[src/rtl/dba_pkg.sv]
// Shared types and constants of the depth band average core.
// Used by every module of the block; depends on nothing.
package dba_pkg;

    localparam int unsigned MAX_FRAME_PIXELS = 262144;

    localparam int unsigned DEPTH_W  = 16;
    localparam int unsigned THRESH_W = 14;
    localparam int unsigned AVG_W    = 14;
    localparam int unsigned COUNT_W  = $clog2(MAX_FRAME_PIXELS + 1);
    localparam int unsigned SUM_W    = $clog2(MAX_FRAME_PIXELS) + THRESH_W;
    localparam int unsigned REM_W    = COUNT_W;
    localparam int unsigned STEP_W   = $clog2(AVG_W);

    localparam int unsigned CFG_IDX_W = 2;
    localparam int unsigned OUT_W     = ((AVG_W + COUNT_W + 7) / 8) * 8;

    localparam int unsigned FIFO_DEPTH = 2;
    localparam int unsigned FIFO_PTR_W = $clog2(FIFO_DEPTH);
    localparam int unsigned FIFO_CNT_W = $clog2(FIFO_DEPTH + 1);

    localparam logic [CFG_IDX_W-1:0] REG_NEAR = CFG_IDX_W'(0);
    localparam logic [CFG_IDX_W-1:0] REG_FAR  = CFG_IDX_W'(1);

    localparam logic [THRESH_W-1:0] NEAR_RESET = THRESH_W'(200);
    localparam logic [THRESH_W-1:0] FAR_RESET  = THRESH_W'(1000);

    // Accumulated totals of one finished frame
    typedef struct packed {
        logic [SUM_W-1:0]   sum;
        logic [COUNT_W-1:0] count;
    } frame_sum_t;

    typedef struct packed {
        logic full;
        logic empty;
    } fifo_status_t;

    typedef enum logic [2:0] {
        ST_IDLE = 3'b001,
        ST_DIV  = 3'b010,
        ST_DONE = 3'b100
    } div_state_t;

endpackage

[src/rtl/dba_front.sv]
// Front end: threshold registers, in-band test and per-frame accumulation.
// Pushes one frame_sum_t per frame into the queue; uses dba_pkg.
module dba_front
(
    input  logic                              clk,
    input  logic                              rst_n,
    input  logic                              cfg_wen,
    input  logic [dba_pkg::CFG_IDX_W-1:0]     cfg_index,
    input  logic [dba_pkg::THRESH_W-1:0]      cfg_data,
    input  logic                              s_tvalid,
    output logic                              s_tready,
    input  logic [dba_pkg::DEPTH_W-1:0]       s_tdata,
    input  logic                              s_tlast,
    input  dba_pkg::fifo_status_t             q_status,
    output logic                              push,
    output dba_pkg::frame_sum_t               push_data
);

    logic [dba_pkg::THRESH_W-1:0] near_reg;
    logic [dba_pkg::THRESH_W-1:0] near_next;
    logic [dba_pkg::THRESH_W-1:0] far_reg;
    logic [dba_pkg::THRESH_W-1:0] far_next;
    logic [dba_pkg::SUM_W-1:0]    sum_reg;
    logic [dba_pkg::SUM_W-1:0]    sum_next;
    logic [dba_pkg::COUNT_W-1:0]  count_reg;
    logic [dba_pkg::COUNT_W-1:0]  count_next;
    logic [dba_pkg::SUM_W-1:0]    sum_acc;
    logic [dba_pkg::COUNT_W-1:0]  count_acc;
    logic                         xfer;
    logic                         in_band;

    assign s_tready = !q_status.full;
    assign xfer     = s_tvalid && !q_status.full;

    // Counting stops at the frame limit so the sum cannot overflow
    assign in_band = (s_tdata >= dba_pkg::DEPTH_W'(near_reg))
                  && (s_tdata <= dba_pkg::DEPTH_W'(far_reg))
                  && (count_reg < dba_pkg::COUNT_W'(dba_pkg::MAX_FRAME_PIXELS));

    always_comb
    begin
        sum_acc   = sum_reg;
        count_acc = count_reg;
        if (in_band)
        begin
            sum_acc   = sum_reg + dba_pkg::SUM_W'(s_tdata);
            count_acc = count_reg + dba_pkg::COUNT_W'(1);
        end
    end

    always_comb
    begin
        sum_next   = sum_reg;
        count_next = count_reg;
        if (xfer)
        begin
            if (s_tlast)
            begin
                sum_next   = '0;
                count_next = '0;
            end
            else
            begin
                sum_next   = sum_acc;
                count_next = count_acc;
            end
        end
    end

    always_comb
    begin
        near_next = near_reg;
        far_next  = far_reg;
        if (cfg_wen)
        begin
            case (cfg_index)
                dba_pkg::REG_NEAR: near_next = cfg_data;
                dba_pkg::REG_FAR:  far_next  = cfg_data;
                default:
                begin
                    near_next = near_reg;
                    far_next  = far_reg;
                end
            endcase
        end
    end

    assign push            = xfer && s_tlast;
    assign push_data.sum   = sum_acc;
    assign push_data.count = count_acc;

    always_ff @(posedge clk or negedge rst_n)
    begin
        if (!rst_n)
        begin
            near_reg  <= dba_pkg::NEAR_RESET;
            far_reg   <= dba_pkg::FAR_RESET;
            sum_reg   <= '0;
            count_reg <= '0;
        end
        else
        begin
            near_reg  <= near_next;
            far_reg   <= far_next;
            sum_reg   <= sum_next;
            count_reg <= count_next;
        end
    end

    assert property (@(posedge clk) disable iff (!rst_n)
        count_reg <= dba_pkg::COUNT_W'(dba_pkg::MAX_FRAME_PIXELS))
        else $error("band count above frame limit");

    assert property (@(posedge clk) disable iff (!rst_n)
        push |=> (sum_reg == '0) && (count_reg == '0))
        else $error("accumulators not cleared after frame end");

endmodule

[src/rtl/dba_fifo.sv]
// Short queue of finished frame totals between front and back end.
// Uses dba_pkg for the entry type and depth.
module dba_fifo
(
    input  logic                  clk,
    input  logic                  rst_n,
    input  logic                  push,
    input  dba_pkg::frame_sum_t   push_data,
    input  logic                  pop,
    output dba_pkg::frame_sum_t   pop_data,
    output dba_pkg::fifo_status_t status
);

    dba_pkg::frame_sum_t              entry_reg [dba_pkg::FIFO_DEPTH];
    logic [dba_pkg::FIFO_PTR_W-1:0]   wptr_reg;
    logic [dba_pkg::FIFO_PTR_W-1:0]   wptr_next;
    logic [dba_pkg::FIFO_PTR_W-1:0]   rptr_reg;
    logic [dba_pkg::FIFO_PTR_W-1:0]   rptr_next;
    logic [dba_pkg::FIFO_CNT_W-1:0]   cnt_reg;
    logic [dba_pkg::FIFO_CNT_W-1:0]   cnt_next;
    logic                             do_push;
    logic                             do_pop;

    assign status.full  = (cnt_reg == dba_pkg::FIFO_CNT_W'(dba_pkg::FIFO_DEPTH));
    assign status.empty = (cnt_reg == '0);
    assign do_push      = push && !status.full;
    assign do_pop       = pop && !status.empty;
    assign pop_data     = entry_reg[rptr_reg];

    always_comb
    begin
        wptr_next = wptr_reg;
        rptr_next = rptr_reg;
        cnt_next  = cnt_reg;
        if (do_push)
        begin
            wptr_next = (wptr_reg == dba_pkg::FIFO_PTR_W'(dba_pkg::FIFO_DEPTH - 1))
                      ? '0 : wptr_reg + dba_pkg::FIFO_PTR_W'(1);
        end
        if (do_pop)
        begin
            rptr_next = (rptr_reg == dba_pkg::FIFO_PTR_W'(dba_pkg::FIFO_DEPTH - 1))
                      ? '0 : rptr_reg + dba_pkg::FIFO_PTR_W'(1);
        end
        if (do_push && !do_pop)
        begin
            cnt_next = cnt_reg + dba_pkg::FIFO_CNT_W'(1);
        end
        else if (do_pop && !do_push)
        begin
            cnt_next = cnt_reg - dba_pkg::FIFO_CNT_W'(1);
        end
    end

    always_ff @(posedge clk)
    begin
        if (do_push)
        begin
            entry_reg[wptr_reg] <= push_data;
        end
    end

    always_ff @(posedge clk or negedge rst_n)
    begin
        if (!rst_n)
        begin
            wptr_reg <= '0;
            rptr_reg <= '0;
            cnt_reg  <= '0;
        end
        else
        begin
            wptr_reg <= wptr_next;
            rptr_reg <= rptr_next;
            cnt_reg  <= cnt_next;
        end
    end

    assert property (@(posedge clk) disable iff (!rst_n)
        push |-> !status.full)
        else $error("push into full queue");

endmodule

[src/rtl/dba_back.sv]
// Back end: restoring divider for sum / count and the result output register.
// Pops frame totals from the queue; uses dba_pkg.
module dba_back
(
    input  logic                          clk,
    input  logic                          rst_n,
    input  dba_pkg::fifo_status_t         q_status,
    input  dba_pkg::frame_sum_t           pop_data,
    output logic                          pop,
    output logic                          m_tvalid,
    input  logic                          m_tready,
    output logic [dba_pkg::OUT_W-1:0]     m_tdata
);

    dba_pkg::div_state_t            state_reg;
    dba_pkg::div_state_t            state_next;
    logic [dba_pkg::REM_W-1:0]      rem_reg;
    logic [dba_pkg::REM_W-1:0]      rem_next;
    logic [dba_pkg::AVG_W-1:0]      quo_reg;
    logic [dba_pkg::AVG_W-1:0]      quo_next;
    logic [dba_pkg::COUNT_W-1:0]    div_reg;
    logic [dba_pkg::COUNT_W-1:0]    div_next;
    logic [dba_pkg::STEP_W-1:0]     step_reg;
    logic [dba_pkg::STEP_W-1:0]     step_next;
    logic                           m_tvalid_reg;
    logic                           m_tvalid_next;
    logic [dba_pkg::AVG_W-1:0]      avg_reg;
    logic [dba_pkg::AVG_W-1:0]      avg_next;
    logic [dba_pkg::COUNT_W-1:0]    cnt_reg;
    logic [dba_pkg::COUNT_W-1:0]    cnt_next;
    logic [dba_pkg::REM_W:0]        trial;
    logic                           fits;
    logic                           load_out;

    // Quotient fits in AVG_W bits, so the upper sum bits are already below the divisor
    assign trial = {rem_reg, quo_reg[dba_pkg::AVG_W-1]};
    assign fits  = (trial >= (dba_pkg::REM_W+1)'(div_reg));

    assign pop      = (state_reg == dba_pkg::ST_IDLE) && !q_status.empty;
    assign load_out = (state_reg == dba_pkg::ST_DONE) && (!m_tvalid_reg || m_tready);

    always_comb
    begin
        state_next = state_reg;
        rem_next   = rem_reg;
        quo_next   = quo_reg;
        div_next   = div_reg;
        step_next  = step_reg;
        case (state_reg)
            dba_pkg::ST_IDLE:
            begin
                if (pop)
                begin
                    div_next  = pop_data.count;
                    rem_next  = dba_pkg::REM_W'(pop_data.sum >> dba_pkg::AVG_W);
                    quo_next  = pop_data.sum[dba_pkg::AVG_W-1:0];
                    step_next = dba_pkg::STEP_W'(dba_pkg::AVG_W - 1);
                    if (pop_data.count == '0)
                    begin
                        quo_next   = '0;
                        state_next = dba_pkg::ST_DONE;
                    end
                    else
                    begin
                        state_next = dba_pkg::ST_DIV;
                    end
                end
            end
            dba_pkg::ST_DIV:
            begin
                rem_next = fits ? dba_pkg::REM_W'(trial - (dba_pkg::REM_W+1)'(div_reg))
                                : dba_pkg::REM_W'(trial);
                quo_next = {quo_reg[dba_pkg::AVG_W-2:0], fits};
                step_next = step_reg - dba_pkg::STEP_W'(1);
                if (step_reg == '0)
                begin
                    state_next = dba_pkg::ST_DONE;
                end
            end
            dba_pkg::ST_DONE:
            begin
                if (load_out)
                begin
                    state_next = dba_pkg::ST_IDLE;
                end
            end
            default:
            begin
                state_next = dba_pkg::ST_IDLE;
            end
        endcase
    end

    always_comb
    begin
        m_tvalid_next = m_tvalid_reg;
        avg_next      = avg_reg;
        cnt_next      = cnt_reg;
        if (load_out)
        begin
            m_tvalid_next = 1'b1;
            avg_next      = quo_reg;
            cnt_next      = div_reg;
        end
        else if (m_tready)
        begin
            m_tvalid_next = 1'b0;
        end
    end

    assign m_tvalid = m_tvalid_reg;
    assign m_tdata  = dba_pkg::OUT_W'({cnt_reg, avg_reg});

    always_ff @(posedge clk)
    begin
        rem_reg  <= rem_next;
        quo_reg  <= quo_next;
        div_reg  <= div_next;
        step_reg <= step_next;
        avg_reg  <= avg_next;
        cnt_reg  <= cnt_next;
    end

    always_ff @(posedge clk or negedge rst_n)
    begin
        if (!rst_n)
        begin
            state_reg    <= dba_pkg::ST_IDLE;
            m_tvalid_reg <= 1'b0;
        end
        else
        begin
            state_reg    <= state_next;
            m_tvalid_reg <= m_tvalid_next;
        end
    end

    assert property (@(posedge clk) disable iff (!rst_n)
        (state_reg == dba_pkg::ST_DIV) |-> (rem_reg < div_reg))
        else $error("partial remainder not below divisor");

    assert property (@(posedge clk) disable iff (!rst_n)
        (load_out && (div_reg == '0)) |-> (quo_reg == '0))
        else $error("nonzero average for empty band");

endmodule

[src/rtl/depth_band_average_core.sv]
// Top level of the depth band average core: front end, frame queue, divider.
// Depends on dba_pkg, dba_front, dba_fifo and dba_back.
//
//  channel  | signals                               | content
//  ---------+---------------------------------------+----------------------------------
//  input    | s_tvalid s_tready s_tdata s_tlast     | depth sample, last pixel of frame
//  output   | m_tvalid m_tready m_tdata             | average depth, in-band count
//  config   | cfg_wen cfg_index cfg_data            | 0 near threshold, 1 far threshold
//
// The front end takes one sample per cycle while the queue is not full and accumulates in the same cycle.
// Each frame end queues its totals (two frames deep); the divider then handles
// each frame in turn: one pop, 14 restoring steps, one output load, then the next.
// A full queue drops s_tready, so a run of short frames stalls the input.
// Reset clears accumulators, queue and output valid; thresholds return to 200 and 1000.
module depth_band_average_core
(
    input  logic                              clk,
    input  logic                              rst_n,
    input  logic                              cfg_wen,
    input  logic [dba_pkg::CFG_IDX_W-1:0]     cfg_index,
    input  logic [dba_pkg::THRESH_W-1:0]      cfg_data,
    input  logic                              s_tvalid,
    output logic                              s_tready,
    input  logic [dba_pkg::DEPTH_W-1:0]       s_tdata,   // [15:0] depth_sample
    input  logic                              s_tlast,
    output logic                              m_tvalid,
    input  logic                              m_tready,
    output logic [dba_pkg::OUT_W-1:0]         m_tdata    // [13:0] average_depth,
                                                         // [32:14] band_pixel_count
);

    dba_pkg::fifo_status_t q_status;
    dba_pkg::frame_sum_t   push_data;
    dba_pkg::frame_sum_t   pop_data;
    logic                  push;
    logic                  pop;

    dba_front u_front
    (
        .clk       (clk),
        .rst_n     (rst_n),
        .cfg_wen   (cfg_wen),
        .cfg_index (cfg_index),
        .cfg_data  (cfg_data),
        .s_tvalid  (s_tvalid),
        .s_tready  (s_tready),
        .s_tdata   (s_tdata),
        .s_tlast   (s_tlast),
        .q_status  (q_status),
        .push      (push),
        .push_data (push_data)
    );

    dba_fifo u_fifo
    (
        .clk       (clk),
        .rst_n     (rst_n),
        .push      (push),
        .push_data (push_data),
        .pop       (pop),
        .pop_data  (pop_data),
        .status    (q_status)
    );

    dba_back u_back
    (
        .clk      (clk),
        .rst_n    (rst_n),
        .q_status (q_status),
        .pop_data (pop_data),
        .pop      (pop),
        .m_tvalid (m_tvalid),
        .m_tready (m_tready),
        .m_tdata  (m_tdata)
    );

endmodule
[config.mk]
export PLATFORM = sky130hd
export DESIGN_NAME = depth_band_average_core
export DESIGN_NICKNAME = d
export VERILOG_FILES = /design/src/rtl/dba_pkg.sv /design/src/rtl/dba_front.sv /design/src/rtl/dba_fifo.sv /design/src/rtl/dba_back.sv /design/src/rtl/depth_band_average_core.sv
export SDC_FILE = /design/constraint.sdc
export NUM_CORES = 1
export LEC_CHECK = 0
export ABC_AREA = 1
export BUFFER_PORTS_ARGS = -buffer_cell sky130_fd_sc_hd__buf_4
export CAP_MARGIN = 10
export CORE_MARGIN = 5
export CORE_UTILIZATION = 40
export DETAILED_ROUTE_END_ITERATION = 12
export PLACE_DENSITY = 0.64
export SKIP_LAST_GASP = 1
export SYNTH_ARGS = -nofsm -noshare
export SYNTH_HDL_FRONTEND = slang
export SYNTH_SLANG_ARGS = --single-unit
[constraint.sdc]
create_clock -name clk -period 10.7 [get_ports clk]
set_input_delay 0.535 -clock clk [delete_from_list [all_inputs] [get_ports clk]]
set_output_delay 0.535 -clock clk [all_outputs]
set_load 0.01 [all_outputs]
==> flow_summary.ini, run 1 <==
[clock_network]
cts_inserted_buffers = 30
path_clk_slew_ns = 0.07
cts.sink_count = 278
cts_root_buffer = clkbuf_16
htreeDepth = 1
cts.path.max_buffers = 3
clock_latency_ns = 0.57
cts_tree = built
cts-resized-gates = 0

[detailed_routing]
ant_nets = 0
wl_microns = 36960
vias_per_cell = 4.847
dr_wl_met3_microns = 1403
first_pass_iters = 6
post_drt_wl_per_cell_microns = 15.57
wl_met2_microns = 17410
dr.first_iter.drc_count = 798
top_layer_used = met4
drc_errors = 0
vias = 11510
m1WireLength_microns = 17470

[grt]
first_global_vias = 11350
grt_max_degree = 88
antenna_found_initial = 0
grt_pass1_wl_microns = 60540
grtUsageTotal = 0.1786
grt-ovfl-total = 0

[die]
rows = 71
core_area_sq_um = 37490
pin_count = 80
die_area_sq_um = 41750
dieHeight_microns = 204.3
initial_core_util = 0.4030
die_w_microns = 204.3

[placement]
hpwl_microns = 27220
place_congestion = 0.9523
port_buffers = 72

[timing]
rsz0062_at_grt = false
drv_slew = 0
hold_viol_final = 0
relSlewSlack = 0.1948
fin_crit_ns = 3.283
holdWs_ns = 0.2137
setup_violations = 0
fin_worst_skew_ns = 0.01429
tns_ns = 0
tightest_slew_ns = 1.206
max_freq_mhz = 304.6
final.period_utilization = 0.3069

[finish]
diodes = 0
syn2layout_area_growth_pct = 14.06
final_util = 0.4596
layout.nets = 1945
final_common_cell = nand2_1
mostFrequentLayoutCells = nand2_1 (676), inv_1 (215), edfxtp_1 (191), o21ai_0 (99), nor2_1 (98)
largest_register_ffs = 102
drive_above_1_share = 0.08749

[worst_hold_path]
hold_path_class = in -> reg

[setup_path]
startpoint_type = register
path_class = reg -> reg
crit_required_ns = 11.14
cp_max_fo = 33
worst_setup_path_end_kind = register
worst_ep_arrival_time_ns = 3.72

[power]
ir_drop_mv = 0.1275
p_per_area_nw_per_um2 = 258.4
power_leakage_nw = 7.886

[logic_synthesis]
postSynthCellCount = 1776
synth_area_per_cell_sq_um = 8.506
syn-cell-area_sq_um = 15110
ys_seq_area_frac = 0.5246
ys.warnings.count = 0
synth_cell_types = 44
synth-seq-cells = 278

[outcome]
status = finished, final reports clean

[job]
cap_violations = 0
[metrics by stage]
step	total power [W]	area, sq um	cells	setup WS, ns
final	0.004453	17230	2374	7.417
after floorplan	0.002836	15130	1782	7.239
after global routing	0.004771	17230	2374	7.043
after global placement	0.003319	16120	2317	7.486
after detailed placement	0.003337	16120	2317	7.415
after CTS	0.004490	17230	2374	7.428
[report_power, final]
group          total [W]  leakage, nW  switching (W)  internal [W]
clock network    0.00114        0.521       0.000466      0.000671
registers        0.00168         2.92       0.000161       0.00152
logic            0.00164         4.45        0.00111      0.000525
total            0.00445         7.89        0.00174       0.00271
[cell usage after synthesis, drive strengths merged]
cell	number	area [sq um]
a21boi	1	7.510
a21o	2	15.01
a21oi	49	245.2
a31oi	1	6.260
and2	5	31.28
and3	2	12.51
buf	31	197.7
clkbuf	26	97.59
conb	1	3.750
dfrtp	77	1927
dfstp	10	262.8
edfxtp	191	5736
fa	2	40.04
ha	66	825.8
inv	216	810.8
mux2i	14	140.1
nand2	678	2547
nand3	68	345.3
nand3b	4	30.03
nand4	20	125.1
nor2	105	401.6
nor2b	1	6.260
nor3	17	90.09
nor4	4	31.28
o211ai	6	45.04
o21a	13	97.59
o21ai	106	534.3
o21bai	8	60.06
o31ai	1	7.510
or2	8	50.04
xnor2	24	210.2
xor2	19	166.4
[final timing paths]
path                                          start  slack, ns              endpoint  cells past startpoint
max in group asynchronous                     rst_n       9.03       u_fifo.rptr_reg                      3
worst max register to register  u_back.state_reg[2]       7.42     u_fifo.cnt_reg[1]                      9
worst max-delay path            u_back.state_reg[2]       7.42     u_fifo.cnt_reg[1]                      9
worst min-delay path                    cfg_data[5]       0.21    u_front.far_reg[5]                      3
min in group asynchronous                     rst_n       0.53  u_front.near_reg[10]                      2
worst min register to register    u_back.quo_reg[9]       0.45     u_back.avg_reg[9]                      0
[final cells by class]
type                            count  area [sq um]
Fill cell                        3692         20260
Sequential cell                   278          7926
Clock inverter                     25         345.3
Tap cell                          511         639.4
Clock buffer                       31         754.5
Inverter                          216         810.8
Timing Repair Buffer               82         618.1
Multi-Input combinational cell   1231          6137
[logic make-up (layout without fill, tap and decap cells)]
| group | count (synthesis) | after routing | share of synthesized area |
|---|---|---|---|
| AND/OR/NAND/NOR | 912 | 912 | 0.2430 |
| flip-flops | 278 | 278 | 0.5246 |
| buffers and inverters | 273 | 354 | 0.07321 |
| AO/OA/AOI/OAI | 187 | 187 | 0.06742 |
| adder cells (fa/ha/maj) | 68 | 68 | 0.05731 |
| XOR/XNOR | 43 | 43 | 0.02493 |
| multiplexers | 14 | 14 | 0.009276 |
| other | 1 | 7 | 0.0002482 |
[metal layers]
metal  global-route usage  vias up
li1                     -     5862
met1               0.2489     5368
met2               0.3051      231
met3              0.02126       45
met4              0.03278        0
met5                    0        -
[worst max-delay path: stages, from the launching register on]
cell and delay, ns:
dfrtp_1 0.42, nor3_4 0.84, inv_1 0.75, nor2_1 0.24, nor2_1 0.08, nand2_1 0.13
ha_1 0.28, a21oi_1 0.13, o21ai_0 0.13, xor2_1 0.16
[repair_timing]
item                      CTS  global route
hold buffers                1             0
setup buffers               0             0
hold endpoints to repair   34             0
Power figures use the tool's default switching activity.
==> inputs of run 2 (changes only) <==
PLACE_DENSITY = 0.66   (was 0.64)
clock period = 2.75 ns   (was 10.7 ns; I/O delays follow)
==> run 2 against run 1 <==
  * Register-to-register slack worse by 7.2 ns
  * Clock power grew to 3.4 times the previous value
  * Critical path depth is 4 higher
  * Total power grew to 3.8 times the previous value
  * Non-clock buffer count is 32 higher
  * Clock skew is 0.0026 ns higher
  * Sequential cell count stayed put
  * Die area stayed put
  * Via count is 1.9% higher
  * Setup slack worse by 7.2 ns
  * Combinational power grew to 4.0 times the previous value
  * Critical path type unchanged
  * Highest routed layer unchanged
==> flow_summary.ini, run 2 (synthesized netlist as in run 1, its figures left out) <==
[finish]
final_common_cell = nand2_1
n_fill_cell = 3596
drive_above_1_share = 0.09245
final_util = 0.4636
mostFrequentLayoutCells = nand2_1 (676), inv_1 (215), edfxtp_1 (191), nor2_1 (98), buf_4 (96)
diodes = 0
final_area_sq_um = 17380
syn2layout_area_growth_pct = 15.03
largest_register_ffs = 102
layout.cells.non_filler = 2404
layout.nets = 1976

[power]
power_leakage_nw = 7.993
ir_drop_mv = 0.6299
p_per_area_nw_per_um2 = 978.4

[clock_network]
clock_latency_ns = 0.58
cts_inserted_buffers = 29
cts.sink_count = 278
htreeDepth = 1
cts_tree = built
cts_root_buffer = clkbuf_16
path_clk_slew_ns = 0.06
cts.path.max_buffers = 3

[setup_path]
r2r_start = u_front.near_reg[3]
crit_chain = inv_1 > ha_1 > nand2_1 > inv_1 > nand2_1 > nand2_1 > nand2_1 > nand2_1 > nand2_1 > nand2_1 > nand3_2 > buf_4 > o21ai_0
cpMaxStageDelayCell = dfstp_2
crit_start = u_front.near_reg[3]
cp_max_fo = 30
crit_family = simple AND/OR/NAND/NOR gates
startpoint_type = register
path_buf_inv = 3
worst_setup_path_end_kind = register
crit_top_cell = nand2_1
crit_required_ns = 3.10
path_class = reg -> reg
cp_slowest_stage_delay_ns = 0.53
worst_ep_arrival_time_ns = 2.86

[grt]
grt_pass1_wl_microns = 60950
grt-ovfl-total = 0
antenna_found_initial = 0
grt_max_degree = 57
first_global_vias = 11500
grtUsageTotal = 0.1808

[detailed_routing]
drc_errors = 0
vias_per_cell = 4.876
post_drt_wl_per_cell_microns = 15.54
wl_microns = 37360
first_pass_iters = 5
ant_nets = 0
vias = 11720
dr.first_iter.drc_count = 751

[timing]
relSlewSlack = 0.3592
tns_ns = 0
max_freq_mhz = 399.0
fin_crit_ns = 2.506
hold_viol_final = 0
rsz0062_at_grt = true
drv_slew = 0
final.period_utilization = 0.9114
setup_violations = 0
tightest_slew_ns = 0.9583
fin_worst_skew_ns = 0.01686

[die]
die_w_microns = 204.3
die_area_sq_um = 41750
rows = 71
pin_count = 80
initial_core_util = 0.4030
dieHeight_microns = 204.3
core_area_sq_um = 37490

[placement]
placed_area_sq_um = 16260
port_buffers = 72
hpwl_microns = 27600
placed_cells = 2334
place_congestion = 0.9458

[worst_hold_path]
hold_start = s_tdata[0]
hold_path_class = in -> reg

[job]
cap_violations = 0

[outcome]
status = finished, final reports clean
==> run 2: changes by cell type in the layout (fill, tap and decap cells not counted), sizes merged, moves of 4 or more <==
cell	change
clkbuf	+8
clkinvlp	-4
bufinv	-4
dlygate4sd3	+15
inv	-4
buf	+17
==> run 2: final timing paths <==
check                                    endpoint  slack, ns  depth (start not counted)
max                        u_fifo.entry_reg[1][5]       0.24                         13
max in group asynchronous   u_front.count_reg[12]       1.93                          3
min in group asynchronous     u_front.sum_reg[30]       0.09                          2
min                            u_front.sum_reg[0]       0.06                          6
max reg2reg                u_fifo.entry_reg[1][5]       0.24                         13
min reg2reg                     u_back.avg_reg[5]       0.46                          0
==> run 2: what timing repair did <==
action | 4_1_cts | 5_1_grt
buffers inserted | 0 | 0
endpoints found under the setup margin | 0 | 27
hold endpoints to repair | 62 | 0
resized for setup | 0 | 10
hold buffers | 16 | 0
==> run 2: power by group <==
group          internal [W]  leakage [nW]  switching, W
Sequential          0.00589          2.92      0.000578
Clock               0.00225         0.475       0.00167
Combinational       0.00220          4.60       0.00442
==> run 2: area by class of cell <==
type,instances,area [sq um],share of cell area
Clock inverter,15,146.4,0.008424
Tap cell,511,639.4,0.03679
Clock buffer,39,803.3,0.04622
Sequential cell,278,7926,0.4561
Inverter,216,810.8,0.04666
Multi-Input combinational cell,1231,6131,0.3528
Timing Repair Buffer,114,920.9,0.05299
==> run 2: through the flow <==
stage               worst slack [ns]  hold WS, ns  power, W
floorplan                    -0.7112      -0.1581   0.01103
global placement              0.2207       0.1527   0.01304
detailed placement            0.1655       0.1557   0.01311
CTS                           0.1567      0.03657   0.01710
global route               -0.005558      0.09729   0.01828
finish                        0.2435      0.06334   0.01700
==> run 2: routing by layer <==
| metal | vias up | track usage | routed length, microns |
|---|---|---|---|
| met5 | - | 0 | 0 |
| met4 | 0 | 0.05408 | 1283 |
| met3 | 79 | 0.02460 | 1897 |
| li1 | 5909 | - | - |
| met2 | 314 | 0.3051 | 17640 |
| met1 | 5421 | 0.2442 | 16540 |
==> run 2: tightest hold or removal path, stage by stage <==
cell and delay [ns]:
buf_4 0.09, ha_1 0.15, inv_1 0.04, nand2_1 0.06, nand3_1 0.06, nand2_1 0.06
